==> config.mk <==
export PLATFORM = sky130hd
export DESIGN_NAME = imd_queue
export DESIGN_NICKNAME = d
export VERILOG_FILES = /design/src/sv/imd_queue.sv
export SDC_FILE = /design/constraint.sdc
export NUM_CORES = 1
export LEC_CHECK = 0
export BUFFER_PORTS_ARGS = -buffer_cell sky130_fd_sc_hd__buf_2
export CAP_MARGIN = 20
export CORE_AREA = 2 2 39 41
export CTS_CLUSTER_DIAMETER = 60
export DETAILED_ROUTE_END_ITERATION = 7
export DIE_AREA = 0 0 41 43
export GPL_TIMING_DRIVEN = 0
export SETUP_SLACK_MARGIN = 0.02
export SLEW_MARGIN = 20
export SYNTH_ARGS = -nofsm -noshare
export SYNTH_HDL_FRONTEND = slang
export SYNTH_SLANG_ARGS = --single-unit
==> constraint.sdc <==
create_clock -name clk_i -period 1.55 [get_ports clk_i]
set_input_delay 0.465 -clock clk_i [delete_from_list [all_inputs] [get_ports clk_i]]
set_output_delay 0.465 -clock clk_i [all_outputs]
set_load 0.02 [all_outputs]
==> src/sv/imd_queue.sv <==
// Two-entry job queue carrying the matrix size from front to back.
module imd_queue #(
  parameter int DimW = 4
) (
  input  logic            clk_i,
  input  logic            rst_ni,
  input  logic            push_i,
  input  logic [DimW-1:0] push_n_i,
  input  logic            pop_i,
  output logic [DimW-1:0] head_o,
  output logic            empty_o
);
  logic [DimW-1:0] ent_q [2];
  logic [1:0]      cnt_q;
  logic            rd_q, wr_q;

  always_ff @(posedge clk_i or negedge rst_ni) begin
    if (!rst_ni) begin
      cnt_q <= '0;
      rd_q  <= 1'b0;
      wr_q  <= 1'b0;
    end else begin
      if (push_i) wr_q <= !wr_q;
      if (pop_i)  rd_q <= !rd_q;
      cnt_q <= cnt_q + 2'(push_i) - 2'(pop_i);
    end
  end

  always_ff @(posedge clk_i) begin
    if (push_i) ent_q[wr_q] <= push_n_i;
  end

  assign head_o  = ent_q[rd_q];
  assign empty_o = (cnt_q == '0);
endmodule

# [After elaboration in Yosys (flattened, before gate mapping)]
# Memory sizes are Yosys's and may differ from the RTL's.
# Cells that the tools add are included.
[op_classes] n_reduce_logical=3 add_sub_neg=2 n_mux=2
[ops] op="$add 2x1->2" count=1
[ops] op="$logic_not 1->1" count=2
[ops] op="$logic_not 2->1" count=1
[ops] op="$mux 1" count=2
[ops] op="$sub 2x1->2" count=1
[word_totals] ramBits=8 ff_bits=4 elab_cells=11 n_memories=1 in_bits=8
[mem_list] name="ent_q" words=2 word_bits=4 rd=1 rd_ports_with_merged_regs=0 wr=1 line_no="13" rtl="logic [DimW-1:0] ent_q [2];"

# [Logic depth before layout (Yosys ltp)]
# Gate-level depths: netlist (run 1).
[depth] word_depth=2 ltp_mapped=5 depth_no_buf=5

# [Worst setup path after synthesis (run 1)]
# Ideal clock, no wire load.
[synth_timing] kind="register -> output" start="reg rd_q" end="out head_o[0]" path_stages_with_launch=2 path_buffers=0 slack_ns=0.277 arrival_time_ns=0.808 cell_sequence="dfrtp_1 -> mux2_2"
[synth_between] elab_chain_cells=1
[synth_lines] element="start, declared" line_no="15" rtl="logic rd_q, wr_q;"
[synth_lines] element="start signal, assigned" line_no="24" rtl="if (pop_i) rd_q <= !rd_q;"
[synth_lines] element="$mem_v2 2x4"
[synth_lines] element="end, declared" line_no="10" rtl="output logic [DimW-1:0] head_o,"
# No other way between the ends.

# [Worst setup path after layout (run 1)]
[layout_timing] start="reg rd_q" end="out head_o[2]"
# The elaborated chain is that of the path after synthesis.

==> results of run 1 <==
## critical path, stage by stage, from the launching register on
cell     delay [ns]
dfrtp_2        0.46
mux2_4         0.32
buf_6          0.13
## cell type report
type,instances,area [um2]
Clock inverter,1,3.75
Sequential cell,12,342
Clock buffer,3,22.5
Multi-Input combinational cell,12,143
Tap cell,16,20.0
Fill cell,133,743
Inverter,2,7.51
Timing Repair Buffer,14,103
## cells by family after synthesis
kind of cell	count (synthesis)	share of synthesized area, %
XOR/XNOR	3	8.68
adder cells (fa/ha/maj)	2	5.26
buffers and inverters	2	1.58
flip-flops	12	71.6
multiplexers	4	9.47
AND/OR/NAND/NOR	3	3.42
## path summary, 6_finish.rpt
kind	endpoint	slack [ns]	cells past startpoint
max in group asynchronous	rd_q$_DFFE_PN0P_	0.89	2
setup reg to reg	cnt_q[1]$_DFF_PN0_	0.35	5
hold / removal	ent_q[0][2]$_DFFE_PP_	0.38	1
hold reg to reg	wr_q$_DFFE_PN0P_	0.50	1
setup / recovery	head_o[2]	-0.09	2
min in group asynchronous	cnt_q[0]$_DFF_PN0_	0.53	2
## stage by stage
step | power [mW] | hold slack [ns] | instances | area [um2] | setup TNS (ns)
floorplan | 0.755 | 0.169 | 26 | 475 | 0
global placement | 0.843 | 0.271 | 54 | 556 | 0
detailed placement | 0.870 | 0.275 | 54 | 556 | 0
CTS | 1.19 | 0.375 | 60 | 641 | -0.395
global route | 1.25 | 0.377 | 60 | 641 | -0.515
finish | 1.17 | 0.382 | 60 | 641 | -0.360
## report_power, final
group	total, mW	switching (mW)	internal (mW)
clock network	0.192	0.0985	0.0931
logic	0.460	0.192	0.268
registers	0.519	0.0705	0.449
total	1.17	0.361	0.810
## sequential cells by signal, summed over array words and instances, names as in the netlist
register	cells
rd_q	1
wr_q	1
ent_q	8
cnt_q	2
## metal layers
layer	GRT usage [%]	wire length, um	up-vias
met5	0	0	-
met4	10.0	17	0
met3	4.71	48	4
met2	18.8	424	10
met1	12.1	281	140
li1	-	-	129
## layout by cell type, fill, tap and decap left out
cell	instances
xor3_1	1
ha_1	2
xor2_1	2
clkinv_1	1
clkbuf_4	3
and2_1	1
buf_6	4
nor2b_1	1
nor2_1	1
buf_2	8
inv_1	2
dfrtp_2	1
dlygate4sd3_1	1
edfxtp_1	8
buf_4	1
dfrtp_1	3
mux2_4	4
## timing repair
| action | 4_1_cts | 5_1_grt |
|---|---|---|
| resized for setup | 13 | 0 |
| setup buffers | 1 | 0 |
| hold buffers | 1 | 0 |
| setup endpoints to repair | 4 | 4 |
| endpoints found under the hold margin | 4 | 0 |
| gates cloned | 0 | 0 |
==> results.yml, run 1 <==
synth:
  synthTopCellsByCount: "edfxtp_1 (8), dfrtp_1 (4), mux2_2 (4)"
  synth-edff-count: 8
  yosysTopAreaCell: "edfxtp_1"
  synth.area.top_cells: "edfxtp_1 (51%), dfrtp_1 (21%), mux2_2 (9.5%)"
  yosysTopAreaCellShare_pct: 50.5
  syn_inst: 26
  ys_ff_latch: 12
  seq_area_frac_synth_pct: 71.6
  netlist_area_um2: 475
  synth_cell_type_count: 10
  avgSynthCellArea_um2: 18.3
  syn-num-nets: 36
  async_flop_share_pct: 33.3
  synth_most_common_cell: "edfxtp_1"
  synthFlopType: "edfxtp_1"
  yosysWarnings: 0
global_routing:
  grt_max_degree: 8
  overflow: 0
  grt_pass1_vias: 300
  grt_usage_pct: 12.2
  grt_pass1_wl_mm: 1.30
  antenna_found_initial: 0
setup_path:
  path_max_fanout: 5
  critPathLaunch: "rd_q$_DFFE_PN0P_"
  path_class: "flip-flop to output pin"
  critPathRequiredTime_ns: 1.08
  r2r_start: "cnt_q[0]$_DFF_PN0_"
  start_kind: "flip-flop"
  arrival_ns: 1.18
  cp-end-kind: "output pin"
floorplan:
  die_h_um: 43
  io_pins: 13
  die_x_um: 41
  coreArea_mm2: 0.00138
  dieArea_mm2: 0.00176
  start_util_pct: 34.4
  rows: 14
final_layout:
  area_growth_pct: 34.7
  nets: 55
  n_antenna_cell: 0
  drive_gt1_share_pct: 47.7
  final_util_pct: 46.3
placement:
  pre_cts_ws_ns: 0.132
  dp_hpwl_um: 580
  gp_congestion: 0.666
  io_buffers: 12
sta:
  hold_viol: 0
  min_period_ns: 1.64
  rsz0062_at_grt: "true"
  timing.slew.headroom_pct: 73.9
  timing.final.ws_setup_ns: -0.0930
  tightest_slew_ns: 0.391
  final_max_slew_viol_count: 0
  setup_violations: 4
  min_period_over_period_pct: 106
  fmax_ghz: 0.609
  clock_skew_ns: 0.000526
clock_tree:
  cts.path.max_buffers: 2
  clock_latency_ns: 0.27
  tritoncts.num_buffers: 3
  clock_sinks: 12
  root_buffer: "clkbuf_4"
  h-tree-depth: 1
  cts_tree: "built"
  clkTransAtPathRegs_ns: 0.07
detailed_routing:
  wire_per_inst_um: 12.9
  routed_wl_um: 771
  first_pass_iters: 4
  num_vias: 283
  drc_errors: 0
  viasPerCell: 4.72
  drtAntennaViolNets: 0
  drt-initial-drc-count: 3
run_status:
  violations: "setup timing"
  status: "finished with violations"
pwr:
  p_per_area_mw_per_mm2: 1830
  cellLeakagePower_nw: 0.291
  ir_drop_uv: 633
run:
  cap_violations: 0
hold_path:
  hold_class: "input port to flip-flop"
  holdCritStartpoint: "push_n_i[2]"
(Power assumes the default switching activity.)
==> run 2, diff against run 1 <==
- ABC_AREA: default -> 1
- GPL_TIMING_DRIVEN: 0 -> 1
==> run 2 against run 1 <==
The run now ends clean. Routed wire length is 8.0% lower. Cell count increased by 32%. Total power decreased by 2.8%. Core utilization rose by 0.27 points. Sequential power fell by 1%. Largest power group unchanged. Highest routed layer unchanged.
==> results.yml, run 2 <==
run_status:
  status: "completed"
synth:
  syn-num-nets: 55
  synth.area.top_cells: "edfxtp_1 (47%), dfrtp_1 (20%), inv_1 (8.0%)"
  synth-edff-count: 8
  synth_most_common_cell: "inv_1"
  synth_cell_type_count: 11
  synthTopCellsByCount: "inv_1 (11), nand2_1 (10), edfxtp_1 (8)"
  yosysWarnings: 0
  async_flop_share_pct: 33.3
  yosysTopAreaCellShare_pct: 46.8
  yosysTopAreaCell: "edfxtp_1"
  ys_ff_latch: 12
  avgSynthCellArea_um2: 11.4
  seq_area_frac_synth_pct: 66.3
  netlist_area_um2: 513
  syn_inst: 45
  synthFlopType: "edfxtp_1"
clock_tree:
  tritoncts.num_buffers: 3
  clock_sinks: 12
  clkTransAtPathRegs_ns: 0.07
  root_buffer: "clkbuf_4"
  cts.path.max_buffers: 2
  clock_latency_ns: 0.27
  cts_tree: "built"
  h-tree-depth: 1
placement:
  dp_hpwl_um: 528
  gp_congestion: 0.647
  io_buffers: 12
  dp.cells: 72
  pre_cts_ws_ns: 0.217
sta:
  timing.slew.headroom_pct: 74.8
  hold_viol: 0
  final_max_slew_viol_count: 0
  min_period_over_period_pct: 97.0
  fmax_ghz: 0.665
  min_period_ns: 1.50
  clock_skew_ns: 0.00130
  tightest_slew_ns: 0.376
  rsz0062_at_grt: "true"
  finalSetupTns_ns: 0
  timing.final.ws_setup_ns: 0.0466
  setup_violations: 0
final_layout:
  most-common-layout-cells: "inv_1 (11), nand2_1 (10), edfxtp_1 (8), buf_2 (8), buf_4 (6)"
  final_util_pct: 46.6
  fill_cells: 141
  drive_gt1_share_pct: 30.2
  area_growth_pct: 25.6
  top_regs: "ent_q (8), cnt_q (2)"
  nets: 74
  n_antenna_cell: 0
  layout_commonest_cell: "inv_1"
  regMostFlops: "ent_q"
  final_cells: 79
  largest_register_ffs: 8
setup_path:
  reg2reg_depth: 6
  start_kind: "flip-flop"
  path_class: "flip-flop to output pin"
  critPathRequiredTime_ns: 1.08
  cp-end-kind: "output pin"
  arrival_ns: 1.04
  path_max_fanout: 9
detailed_routing:
  routed_wl_um: 709
  viasPerCell: 4.18
  drtAntennaViolNets: 0
  drt-initial-drc-count: 3
  drc_errors: 0
  num_vias: 330
  first_pass_iters: 3
  wire_per_inst_um: 8.97
floorplan:
  io_pins: 13
  die_h_um: 43
  start_util_pct: 37.1
  rows: 14
  die_x_um: 41
  dieArea_mm2: 0.00176
  coreArea_mm2: 0.00138
hold_path:
  whs_path_depth: 1
  hold_class: "input port to flip-flop"
pwr:
  ir_drop_uv: 630
  p_per_area_mw_per_mm2: 1770
  finalPower_mw: 1.14
  cellLeakagePower_nw: 0.320
global_routing:
  grt_max_degree: 10
  grt_pass1_vias: 318
  grt_usage_pct: 11.0
  overflow: 0
  grt_pass1_wl_mm: 1.22
  antenna_found_initial: 0
run:
  cap_violations: 0
run 2: cell count changes after synthesis:
cell / change
xor2_2: +1
nand3_1: +1
buf_6: +1
o21ai_1: +4
xor3_1: -1
nor2b_1: -1
xor2_1: -1
nand2_1: +10
inv_1: +9
and2_1: -1
nor2_1: +1
mux2_2: -4
run 2: cell type report:
cell class              count  area, um2  area share [%]
clock buffers               3       22.5            3.50
clock inverters             1       3.75           0.583
inverters                  11       41.3            6.41
multi-input cells          21        120            18.6
flip-flops and latches     12        342            53.0
well taps                  16       20.0            3.11
repair buffers             15       95.1            14.8
run 2: final timing paths:
check,slack (ns),start,to
max,0.05,rd_q$_DFFE_PN0P_,head_o[3]
max in group asynchronous,0.90,rst_ni,rd_q$_DFFE_PN0P_
min in group asynchronous,0.52,rst_ni,cnt_q[1]$_DFF_PN0_
max reg2reg,0.45,cnt_q[0]$_DFF_PN0_,cnt_q[1]$_DFF_PN0_
min reg2reg,0.49,wr_q$_DFFE_PN0P_,wr_q$_DFFE_PN0P_
min,0.38,push_n_i[2],ent_q[1][2]$_DFFE_PP_
run 2: cells by family (layout without fill, tap and decap cells):
family                   after synthesis  after routing  share of synthesized area, %
buffers and inverters                 12             30                          10.2
AND/OR/NAND/NOR                       13             13                          9.76
AO/OA/AOI/OAI                          4              4                          3.90
flip-flops                            12             12                          66.3
adder cells (fa/ha/maj)                2              2                          4.88
XOR/XNOR                               2              2                          4.88
run 2: what timing repair did:
action	CTS	global route
setup endpoints to repair	4	4
hold buffers	1	0
hold endpoints to repair	4	0
gates resized for setup	1	4
buffers inserted	1	1
run 2: worst max-delay path, stage by stage, from the launching register on:
cell     delay (ns)
dfrtp_2        0.46
o21ai_1        0.15
buf_4          0.15
run 2: per-stage QoR:
| stage | instance area [um2] | hold slack (ns) |
|---|---|---|
| 2_1_floorplan | 513 | 0.169 |
| 3_3_place_gp | 582 | 0.275 |
| 3_5_place_dp | 582 | 0.276 |
| 4_1_cts | 627 | 0.372 |
| 5_1_grt | 644 | 0.370 |
| 6_report | 644 | 0.378 |
run 2: metal layers:
metal	part of all wire [%]	wire [um]	vias up	global-route usage [%]
met5	0	0	-	0
met3	3.1	22	4	1.57
met4	4.5	32	0	12.0
met2	49	349	8	16.3
met1	43	305	146	11.9
li1	-	-	172	-
run 2: where the power goes:
group | internal, mW | switching (mW) | total (mW)
clock | 0.0932 | 0.100 | 0.193
sequential | 0.447 | 0.0657 | 0.513
combinational | 0.197 | 0.236 | 0.433
total | 0.737 | 0.402 | 1.14
