==> src/sv/imd_pkg.sv <==
// Shared constants for the integer matrix determinant block.
package imd_pkg;
  localparam int ElemW = 16;
  localparam int DetW  = 32;
  localparam int CfgW  = 4;
  localparam int ApbW  = 32;
  localparam int AddrW = 3;
  localparam logic [AddrW-1:0] RegMatrixSize = AddrW'(0);
  localparam logic [CfgW-1:0]  SizeReset     = CfgW'(2);
endpackage

==> src/sv/imd_front.sv <==
// Front end: size register, element counter and matrix store write port.
module imd_front #(
  parameter int MAX_DIM = 8,
  parameter int DimW    = $clog2(MAX_DIM + 1),
  parameter int SAddrW  = $clog2(MAX_DIM * MAX_DIM)
) (
  input  logic                       clk_i,
  input  logic                       rst_ni,
  input  logic                       cfg_we_i,
  input  logic [imd_pkg::CfgW-1:0]   cfg_data_i,
  output logic [imd_pkg::CfgW-1:0]   size_o,
  input  logic                       acc_i,
  input  logic [imd_pkg::ElemW-1:0]  elem_i,
  output logic                       st_we_o,
  output logic [SAddrW-1:0]          st_addr_o,
  output logic [imd_pkg::ElemW-1:0]  st_data_o,
  output logic                       push_o,
  output logic [DimW-1:0]            push_n_o
);
  import imd_pkg::*;

  localparam int CntW = $clog2(MAX_DIM * MAX_DIM + 1);

  logic [CfgW-1:0] size_q, size_d;
  logic [CntW-1:0] cnt_q, cnt_d;
  logic [DimW-1:0] n;
  logic [CntW-1:0] total, cnt_nxt;

  always_comb begin
    if (size_q == '0) n = DimW'(1);
    else if (32'(size_q) > MAX_DIM) n = DimW'(MAX_DIM);
    else n = DimW'(size_q);
  end

  assign total   = CntW'(n * n);
  assign cnt_nxt = cnt_q + CntW'(1);

  always_comb begin
    size_d = size_q;
    cnt_d  = cnt_q;
    if (cfg_we_i) begin
      size_d = cfg_data_i;
      cnt_d  = '0;
    end else if (acc_i) begin
      cnt_d = (cnt_nxt >= total) ? '0 : cnt_nxt;
    end
  end

  always_ff @(posedge clk_i or negedge rst_ni) begin
    if (!rst_ni) begin
      size_q <= SizeReset;
      cnt_q  <= '0;
    end else begin
      size_q <= size_d;
      cnt_q  <= cnt_d;
    end
  end

  assign size_o    = size_q;
  assign st_we_o   = acc_i;
  assign st_addr_o = cnt_q[SAddrW-1:0];
  assign st_data_o = elem_i;
  assign push_o    = acc_i && (cnt_nxt >= total);
  assign push_n_o  = n;
endmodule

==> config.mk <==
export PLATFORM = sky130hd
export DESIGN_NAME = imd_front
export DESIGN_NICKNAME = d
export VERILOG_FILES = /design/src/sv/imd_pkg.sv /design/src/sv/imd_front.sv
export SDC_FILE = /design/constraint.sdc
export NUM_CORES = 1
export LEC_CHECK = 0
export ABC_AREA = 1
export CAP_MARGIN = 0
export CORE_MARGIN = 1
export CORE_UTILIZATION = 60
export CTS_CLUSTER_DIAMETER = 150
export DETAILED_ROUTE_END_ITERATION = 7
export DONT_BUFFER_PORTS = 1
export PLACE_DENSITY = 0.76
export SETUP_SLACK_MARGIN = 0.5
export SYNTH_ARGS = -nofsm -noshare
export SYNTH_HDL_FRONTEND = slang
export SYNTH_SLANG_ARGS = --single-unit
==> constraint.sdc <==
create_clock -name clk_i -period 5.2 [get_ports clk_i]
set_input_delay 1.04 -clock clk_i [delete_from_list [all_inputs] [get_ports clk_i]]
set_output_delay 1.04 -clock clk_i [all_outputs]
set_load 0.02 [all_outputs]
# After elaboration in Yosys (flattened, before gate mapping)

Index checks and enable logic that the tools add are counted.

Add/subtract/negate cells: 1
$mul: 1
$lt $le $gt $ge: 2
Muxes and demuxes: 5
Reductions and logical operators: 3

Operator list:

| kind                                                           | count |
|---|---|
| 7-bit 2-to-1 mux                                               | 3 |
| 4-bit 2-to-1 mux                                               | 2 |
| 7-bit by 1-bit adder with 7-bit output (second input constant) | 1 |
| 7-bit greater-or-equal comparator                              | 1 |
| 4-bit by 4-bit multiplier with 7-bit output                    | 1 |
| 4-bit > comparator (second input constant)                     | 1 |
| 4-bit logical NOT                                              | 1 |
| 2-bit nonzero test                                             | 1 |
| 1-bit logical AND                                              | 1 |

Register bits after elaboration: 11
Bits of input ports: 24
Output and inout port bits: 32
Logic and storage cells: 14

# Depth between registers and ports, before layout

Gate-level depths: netlist of run 1.

Word-level depth: 8
Mapped depth: 14

# Least setup slack after synthesis of run 1

Ideal clock, no wire load.

Kind: register to output
Start: register size_q[2] (netlist: size_o[2])
End: output port push_o
Arrival time: 2408 ps
Path slack: 1752 ps
Cell stages (with the launch flop): 14
Cell sequence: dfrtp_1 > inv_1 > nor2_1 > inv_1 > nor2_1 > ha_1 > nand3_1 > nand2_1 > xor2_1 > ha_1 > nand2_1 > nor2_1 > a21oi_4 > nor2_1

Cells in the longest elaborated chain, start to end: 6
Elaborated cells between the ends (all ways): 7
Those cells by class: 1 x mul; 2 x order compare; 2 x mux; 2 x reduce/logical

RTL lines:

| what                                            | RTL line        | text |
|---|---|---|
| from (decl)                                     | imd_front.sv:24 | `logic [CfgW-1:0] size_q, size_d;` |
| from (signal assigned)                          | imd_front.sv:51 | `size_q <= SizeReset;` |
| from (signal assigned)                          | imd_front.sv:54 | `size_q <= size_d;` |
| 4-bit > comparator                              | imd_front.sv:31 | `else if (32'(size_q) > MAX_DIM) n = DimW'(MAX_DIM);` |
| 4-bit 2-to-1 mux                                | imd_front.sv:31 |  |
| 4-bit 2-to-1 mux (*)                            | imd_front.sv:30 | `if (size_q == '0) n = DimW'(1);` |
| named net push_n_o[2]                           | imd_front.sv:18 | `output logic [DimW-1:0] push_n_o` |
| 4-bit by 4-bit multiplier with 7-bit output (*) | imd_front.sv:35 | `assign total = CntW'(n * n);` |
| 7-bit greater-or-equal comparator (*)           | imd_front.sv:63 | `assign push_o = acc_i && (cnt_nxt >= total);` |
| 1-bit logical AND (*)                           | imd_front.sv:63 |  |
| to (decl)                                       | imd_front.sv:17 | `output logic push_o,` |

Mark *: on every way through the listed nets, which the timed path passes. The rest lies on a longest branch.

# Worst setup path in the final report of run 1

Start: register size_q[3] (netlist: size_o[3])
End: output port push_o

Same word-level chain as after synthesis.

==> flow_summary.ini, run 1 <==
[outcome]
status = completed

[layout]
mostFrequentLayoutCells = nand2_1, inv_1, nor2_1
final_util_pct = 55.6
final_common_cell = nand2_1
nets = 174
fill_cells = 170
layout-drive-gt1-share_pct = 5.76
antennaDiodeCount = 0
area_growth_pct = -12.7

[route]
met2_length_um = 761
wl_met3_um = 79
topRoutingLayerUsed = met4
routedWlPerCell_um = 9.94
drc_errors = 0
postRouteAntennaNets = 0
drt_iter0_drc = 19
dr.pass1.iters = 4
num_vias = 791
wirelength_um = 1630
wl_met1_um = 773
drt-vias-per-instance = 4.82

[clock_network]
htree_levels = 1
cts-resized-gates = 0
numCtsBuffers = 3
clk_pin_slew_worst_paths_ns = 0.07
cts.path.max_buffers = 2
cts.sinks = 11
cts_tree = done
root_buffer = clkbuf_4
post_cts_buffers = 0
holdBufCountCts = 0
clk_latency_ns = 0.26

[floorplanning]
coreArea_um2 = 1710
start_util_pct = 63.7
die-area_um2 = 1990
die_w_um = 44.6
rows = 15
ioPinCount = 56
die_h_um = 44.6

[synthesis]
synthAdderAreaFrac_pct = 11.5
synth_compound_area_share_pct = 5.41
yosysSeqAreaShare_pct = 25.4
synth.distinct_cells = 20
ys_seq_elements = 11
syn_inst = 160
synth.cell_area_um2 = 1090
synth_xor_area_share_pct = 3.22
synth-simple-area-share_pct = 27.8
synth_top_family_by_area = simple AND/OR/NAND/NOR gates
yosys_warnings = 0
synth.avg_cell_area_um2 = 6.80
synth_mux_area_share_pct = 0

[timing]
clock.fmax_mhz = 253
hold_viol_final = 0
rsz0062_at_grt = false
tightestPinTransition_ns = 0.543
fin_crit_sh_pct = 76.1
tns_ns = 0
setup_viol = 0
min_period_ns = 3.96
slew_viol_final = 0
slew_headroom_pct = 63.8
clock_skew_ns = 0.00483

[critical_path]
cp-start-kind = flop
critPathMaxFanout = 8
critical_path_class = flop to output port
critical_path.endpoint_type = output port
required_ns = 4.16
arrival_ns = 2.92

[grt]
grt_pass1_wl_um = 2620
globalRouteTotalUtil_pct = 17.2
overflow = 0
grt_max_degree = 12
antenna_found_initial = 0
grt_pass1_vias = 668

[run]
cap_viol_max_count = 0

[power]
p_leak_nw = 0.553
p_per_area_nw_per_um2 = 214
peakVddDrop_mv = 0.139

[placed_design]
io_buffer_count = 0
routabilityCongestion = 0.790
dpl.hpwl_um = 1370

[hold_path]
hp-class = input pin to asynchronous set/reset pin
==> final timing paths <==
check                      startpoint  depth (start not counted)        end  slack, ns
setup / recovery            size_o[3]                         12     push_o       1.24
hold / removal                 rst_ni                          0  size_o[3]       0.46
setup reg to reg            size_o[3]                         13   cnt_q[5]       2.49
hold reg to reg              cnt_q[6]                          2   cnt_q[6]       0.51
max in group asynchronous      rst_ni                          0  size_o[1]       4.57
min in group clk_i           cnt_q[6]                          2   cnt_q[6]       0.51
==> sequential cells by signal, indices dropped and copies added, names as in the netlist <==
| register | flops |
|---|---|
| cnt_q | 7 |
| size_o | 4 |
==> critical path, stage by stage, from the launching register on <==
cell	delay, ns
dfrtp_1	0.55
nor2_1	0.45
inv_1	0.11
nor2_1	0.13
ha_1	0.20
nand3_1	0.08
nand2_1	0.08
xor2_1	0.07
ha_1	0.31
nand2_1	0.06
nor2_1	0.18
a21oi_4	0.11
nor2_1	0.31
==> stage by stage <==
stage / worst slack, ns / area [um2] / hold WS (ns) / cells / power (W)
2_1_floorplan: 1.75 / 1090 / 0.471 / 161 / 0.000166
3_3_place_gp: 1.58 / 923 / 0.489 / 160 / 0.000147
3_5_place_dp: 1.52 / 923 / 0.497 / 160 / 0.000149
4_1_cts: 1.22 / 950 / 0.456 / 164 / 0.000206
5_1_grt: 1.00 / 950 / 0.451 / 164 / 0.000217
6_report: 1.24 / 950 / 0.464 / 164 / 0.000203
==> synth_stat cells <==
| cell type | n | share of area (%) |
|---|---|---|
| nand2_1 | 50 | 17 |
| buf_4 | 23 | 16 |
| inv_1 | 23 | 7.9 |
| nor2_1 | 16 | 5.5 |
| dfrtp_1 | 10 | 23 |
| ha_1 | 10 | 12 |
| nand3_1 | 6 | 2.8 |
| o21ai_0 | 4 | 1.8 |
| a21oi_1 | 3 | 1.4 |
| xnor2_1 | 3 | 2.4 |
| buf_6 | 2 | 2.1 |
| nor2_2 | 2 | 1.2 |
| a21oi_4 | 1 | 1.5 |
| clkbuf_1 | 1 | 0.34 |
| conb_1 | 1 | 0.34 |
| dfstp_2 | 1 | 2.4 |
| nand2_2 | 1 | 0.58 |
| o21bai_1 | 1 | 0.69 |
| or2_0 | 1 | 0.58 |
| xor2_1 | 1 | 0.81 |
==> where the power goes <==
group	leakage, nW	total, W	internal, W	switching [W]
sequential	0.143	0.000103	0.0000906	0.0000120
combinational	0.395	0.0000441	0.0000155	0.0000285
clock	0.0150	0.0000565	0.0000296	0.0000269
total	0.553	0.000203	0.000136	0.0000674
==> kinds of logic (layout without fill, tap and decap cells) <==
family | after synthesis | after routing
xor gates and xnor gates | 4 | 4
other | 1 | 2
adders and majority gates | 10 | 10
and+or+nand+nor | 76 | 76
buffers and inverters | 49 | 27
AOI/OAI and AO/OA | 9 | 9
DFF | 11 | 11
==> area by class of cell <==
class / count / area [um2] / area share [%]
multi-input combinational: 101 / 529 / 55.7
sequential: 11 / 277 / 29.1
inverter: 23 / 86.3 / 9.09
tap: 25 / 31.3 / 3.29
clock buffer: 4 / 26.3 / 2.77
==> per-layer routing <==
layer / track usage [%] / up-vias
li1: - / 418
met1: 23.7 / 345
met2: 25.9 / 22
met3: 2.45 / 6
met4: 9.09 / 0
met5: 0 / -
No activity file was read; power rests on OpenSTA's default activity.
==> run 2: changes to the inputs <==
Clock period 5.2 ns to 3.83 ns, I/O delays scaled along.
==> run 2 against run 1 <==
  * Register-to-register slack lost 1.1 ns
  * Flip-flop and latch count is the same
  * Power grew 40%
  * Sequential power grew 36%
  * Via count grew 6.7%
  * Design area grew 4.3%
  * Critical path depth is the same
  * Critical endpoint unchanged
  * Wire length grew 8.4%
  * Largest power group unchanged
  * Global-route usage grew 0.59 points
==> flow_summary.ini, run 2 (same netlist as run 1, synthesis figures left out) <==
[power]
internal-power_w = 0.000189
peakVddDrop_mv = 0.204
pwr-share-seq_pct = 49.3
combPwrFrac_pct = 24.4
p_sw_w = 0.0000960
clkPwrFrac_pct = 26.4
switching_share_pct = 33.7
p_per_area_nw_per_um2 = 288
p_leak_nw = 0.557

[layout]
nets = 176
regMostFlops = cnt_q
seq_area_um2 = 279
final_area_um2 = 991
fill_cells = 166
layout-drive-gt1-share_pct = 14.9
multi_input_area_um2 = 553
antennaDiodeCount = 0
mostFrequentLayoutCells = nand2_1, inv_1, nor2_1
largest_reg_flops = 7
area_growth_pct = -8.86
final_common_cell = nand2_1

[critical_path]
critical_path.endpoint_type = output port
required_ns = 3.06
critPathMaxFanout = 5
cp-start-kind = flop
critical_path_class = flop to output port
arrival_ns = 2.42

[placed_design]
routabilityCongestion = 0.755
placed_area_um2 = 931
io_buffer_count = 0
dpl.hpwl_um = 1440

[timing]
tns_ns = 0
min_period_ns = 3.18
rsz0062_at_grt = false
tightestPinTransition_ns = 0.552
clock_skew_ns = 0.00253
hold_viol_final = 0
clock.fmax_mhz = 314
setup_viol = 0
slew_viol_final = 0
fin_crit_sh_pct = 83.1
slew_headroom_pct = 63.2

[run]
cap_viol_max_count = 0

[grt]
grt_pass1_wl_um = 2700
grt_max_degree = 12
grt_pass1_vias = 709
overflow = 0
antenna_found_initial = 0
globalRouteTotalUtil_pct = 17.8

[clock_network]
clk_pin_slew_worst_paths_ns = 0.07
cts_tree = done
cts.path.max_buffers = 2
cts.sinks = 11
htree_levels = 1
holdBufCountCts = 0
clk_latency_ns = 0.26
root_buffer = clkbuf_4
numCtsBuffers = 3

[floorplanning]
die_w_um = 44.6
start_util_pct = 63.7
ioPinCount = 56
coreArea_um2 = 1710
die_h_um = 44.6
rows = 15
die-area_um2 = 1990

[outcome]
status = completed

[route]
wirelength_um = 1770
drt-vias-per-instance = 5.08
drt_iter0_drc = 17
routedWlPerCell_um = 10.6
num_vias = 844
drc_errors = 0
dr.pass1.iters = 4
postRouteAntennaNets = 0

[hold_path]
hp-class = input pin to asynchronous set/reset pin
[run 2: metal layers]
layer,vias to the layer above,share of wire [%],track usage [%]
met5,-,0,0
met4,0,0.91,8.48
met3,6,5.7,2.86
met2,25,50,30.0
met1,392,43,21.9
li1,421,-,-
[run 2: what timing repair did]
action / in CTS / in global routing
buffers inserted: 1 / 0
gates cloned: 0 / 0
setup endpoints to repair: 1 / 1
pin swaps: 0 / 0
gates resized for setup: 3 / 9
[run 2: path summary, 6_finish.rpt]
| check | from | end | slack [ns] | cells past startpoint |
|---|---|---|---|---|
| setup reg to reg | size_o[3] | cnt_q[3] | 1.39 | 14 |
| hold reg to reg | cnt_q[6] | cnt_q[6] | 0.52 | 2 |
| setup / recovery | size_o[3] | push_o | 0.65 | 12 |
| min in group clk_i | cnt_q[6] | cnt_q[6] | 0.52 | 2 |
| max in group asynchronous | rst_ni | size_o[1] | 3.46 | 0 |
| hold / removal | rst_ni | cnt_q[1] | 0.20 | 0 |
[run 2: power by group through the flow]
stage | clock (W) | sequential [W] | combinational, W
floorplan | 0 | 0.000135 | 0.0000894
detailed placement | 0 | 0.000141 | 0.0000627
CTS | 0.0000779 | 0.000139 | 0.0000666
finish | 0.0000752 | 0.000140 | 0.0000694
global route | 0.0000841 | 0.000141 | 0.0000779
global placement | 0 | 0.000141 | 0.0000604
[run 2: cell type report]
cell class,instances,area share (%)
multi-input combinational,101,55.8
sequential,11,28.2
inverter,23,8.71
tap,25,3.16
clock buffer,4,2.65
timing repair buffer,2,1.52
[run 2: critical path: stages (launching register included)]
cell     delay [ns]
dfrtp_2        0.52
inv_2          0.10
nand2_2        0.10
nor2_1         0.05
ha_1           0.31
nand3_1        0.08
nand2_1        0.07
xor2_1         0.14
ha_1           0.32
nand2_1        0.08
nor2_2         0.15
a21oi_4        0.08
nor2_4         0.15
[run 2: stage by stage]
step | total power, W | util, % | setup slack (ns) | instances | hold slack [ns]
after global routing | 0.000303 | 58.0 | 0.510 | 166 | 0.181
after CTS | 0.000284 | 57.0 | 0.553 | 166 | 0.189
after detailed placement | 0.000204 | 54.5 | 0.542 | 161 | 0.471
final | 0.000285 | 58.0 | 0.648 | 166 | 0.196
after floorplan | 0.000225 | - | 0.656 | 161 | 0.470
after global placement | 0.000202 | 54.5 | 0.629 | 161 | 0.471
==> run 3: changes to the inputs <==
Settings changed: ABC_AREA 1 to 0, CORE_UTILIZATION 60 to 55, PLACE_DENSITY 0.76 to 0.73.
Clock period 3.83 ns to 2.74 ns, I/O delays scaled along.
==> run 3 against run 2 <==
  * The run now ends with negative setup slack left
  * Utilization increased by 13 points
  * Cell count decreased by 18%
  * Die area decreased by 0.92%
  * Global-route usage increased by 5.9 points
  * Power increased by 68%
  * First-iteration DRC count decreased by 18%
  * Sequential power increased by 31%
  * Design area increased by 15%
  * Clock skew increased by 0.0060 ns
  * Clock-buffer cell count unchanged
  * Largest power group unchanged
==> flow_summary.ini, run 3 <==
[outcome]
status = finished, violations left
violations = negative setup slack

[floorplanning]
die-area_um2 = 1970
start_util_pct = 61.9
die_h_um = 44.4
rows = 14
ioPinCount = 56
die_w_um = 44.4
coreArea_um2 = 1590

[placed_design]
routabilityCongestion = 0.774
placed_area_um2 = 1000
place_inst = 122
post-place-ws_ns = -0.148
io_buffer_count = 0
dpl.hpwl_um = 1430

[timing]
rsz0062_at_grt = true
setup_viol = 7
slew_viol_final = 0
setup_ws_ns = -0.477
clock.fmax_mhz = 311
min_period_ns = 3.22
tns_ns = -2.60
fin_crit_sh_pct = 117
hold_viol_final = 0
clock_skew_ns = 0.00849

[route]
postRouteAntennaNets = 0
num_vias = 769
drt-vias-per-instance = 5.65
drc_errors = 0
routedWlPerCell_um = 16.1
wirelength_um = 2180
dr.pass1.iters = 4
drt_iter0_drc = 14

[grt]
overflow = 0
antenna_found_initial = 0
grt_pass1_wl_um = 3360
grt_max_degree = 11
grt_pass1_vias = 764
globalRouteTotalUtil_pct = 23.7

[clock_network]
cts.path.max_buffers = 2
root_buffer = clkbuf_4
cts_tree = done
htree_levels = 1
numCtsBuffers = 3
clk_latency_ns = 0.28
clk_pin_slew_worst_paths_ns = 0.08
cts.sinks = 11

[layout]
final_common_cell = buf_4
area_growth_pct = 15.3
mostFrequentLayoutCells = buf_4, ha_1, dfrtp_1
layout-drive-gt1-share_pct = 41.1
final_area_um2 = 1140
nets = 147
multi_input_area_um2 = 579
finalNonFillerCells = 136
regMostFlops = cnt_q
fill_cells = 120
antennaDiodeCount = 0
seq_area_um2 = 279
largest_reg_flops = 7

[critical_path]
required_ns = 2.19
critPathMaxFanout = 3
critical_path_class = flop to output port
arrival_ns = 2.67
cp-start-kind = flop
critical_path.endpoint_type = output port

[synthesis]
yosysTopAreaCellShare_pct = 25.3
synth_area_leaders = dfrtp_1, buf_4, ha_1, mux2_2, xor2_1
synth_edf_count = 0
syn_inst = 106
ys_seq_elements = 11
synth.most_common_cell = buf_4
synth-main-ff-cell = dfrtp_1
synth_async_sr_flop_share_pct = 100
synth_top_area_cell = dfrtp_1
synth.avg_cell_area_um2 = 9.31
synth_common_cells = buf_4, dfrtp_1, ha_1, nor2_1
synth.distinct_cells = 26
yosys_warnings = 0
synth.cell_area_um2 = 987
yosysSeqAreaShare_pct = 28.0

[power]
combPwrFrac_pct = 37.6
peakVddDrop_mv = 0.378
switching_share_pct = 33.5
clkPwrFrac_pct = 24.2
p_leak_nw = 0.559
pwr-share-seq_pct = 38.2
p_sw_w = 0.000160
internal-power_w = 0.000319
p_per_area_nw_per_um2 = 421

[run]
cap_viol_max_count = 0

[hold_path]
hp-class = input pin to asynchronous set/reset pin
## run 3: cell count changes in the layout (fill, tap and decap cells not counted), moves of 3 or more
cell	delta
o21ai_0	-3
nand2_1	-44
mux2_2	+5
buf_4	+18
nor2_2	-5
a32o_1	+4
buf_6	+5
nor2_1	-6
xor2_1	+4
inv_1	-19
## run 3: critical path, cell delays in order (launching register included)
cell and delay, ns:
dfrtp_2 0.40, nor2b_4 0.13, nor2b_1 0.13, ha_1 0.30, a21o_1 0.18, a21oi_2 0.15
xor2_1 0.10, ha_1 0.32, nand3_1 0.08, or3_4 0.35, nand3_2 0.08, and2_4 0.17
## run 3: path summary, 6_finish.rpt
path / start / endpoint / slack (ns) / cells past startpoint
max: size_o[2] / push_o / -0.48 / 11
min in group clk_i: acc_i / cnt_q[2] / 0.36 / 1
min: rst_ni / size_o[1] / 0.10 / 0
max in group asynchronous: rst_ni / size_o[3] / 1.72 / 1
max reg2reg: size_o[2] / cnt_q[4] / -0.44 / 16
min reg2reg: cnt_q[6] / cnt_q[6] / 0.53 / 1
## run 3: metrics by stage
| stage | utilization [%] | hold WS [ns] | power, W |
|---|---|---|---|
| after global routing | 71.4 | 0.0831 | 0.000509 |
| after CTS | 67.4 | 0.0973 | 0.000456 |
| after global placement | 63.0 | 0.253 | 0.000326 |
| after floorplan | - | 0.252 | 0.000327 |
| final | 71.4 | 0.100 | 0.000479 |
| after detailed placement | 63.0 | 0.253 | 0.000329 |
## run 3: layer usage
metal | share of wire (%) | GRT usage, %
met5 | 0 | 0
met4 | 4.0 | 13.3
met3 | 8.0 | 7.35
met2 | 45 | 35.3
met1 | 43 | 30.3
## run 3: cell families (layout without fill, tap and decap cells)
| family | after synthesis | count (layout) | synth area share, % |
|---|---|---|---|
| buffers and inverters | 27 | 32 | 19.0 |
| other | 1 | 2 | 0.380 |
| AOI/OAI and AO/OA | 13 | 13 | 9.63 |
| xor gates and xnor gates | 8 | 8 | 7.10 |
| and+or+nand+nor | 31 | 31 | 17.5 |
| adders and majority gates | 10 | 10 | 12.7 |
| DFF | 11 | 11 | 28.0 |
| muxes | 5 | 5 | 5.70 |
## run 3: power by group through the flow
stage / logic, W / clock network, W / registers, W
CTS: 0.000155 / 0.000118 / 0.000183
floorplan: 0.000130 / 0 / 0.000197
global route: 0.000196 / 0.000128 / 0.000184
finish: 0.000180 / 0.000116 / 0.000183
global placement: 0.000140 / 0 / 0.000186
detailed placement: 0.000143 / 0 / 0.000186
## run 3: final cells by class
class / instances / share of cell area, %
Multi-Input combinational cell: 69 / 50.9
Sequential cell: 11 / 24.5
Timing Repair Buffer: 26 / 19.0
Tap cell: 24 / 2.64
Clock buffer: 4 / 2.31
Inverter: 2 / 0.659
## run 3: timing repair
action	4_1_cts	5_1_grt
setup buffers	3	6
pin swaps	2	1
hold buffers	1	0
setup endpoints to repair	8	8
endpoints found under the hold margin	10	0
gates resized for setup	2	5
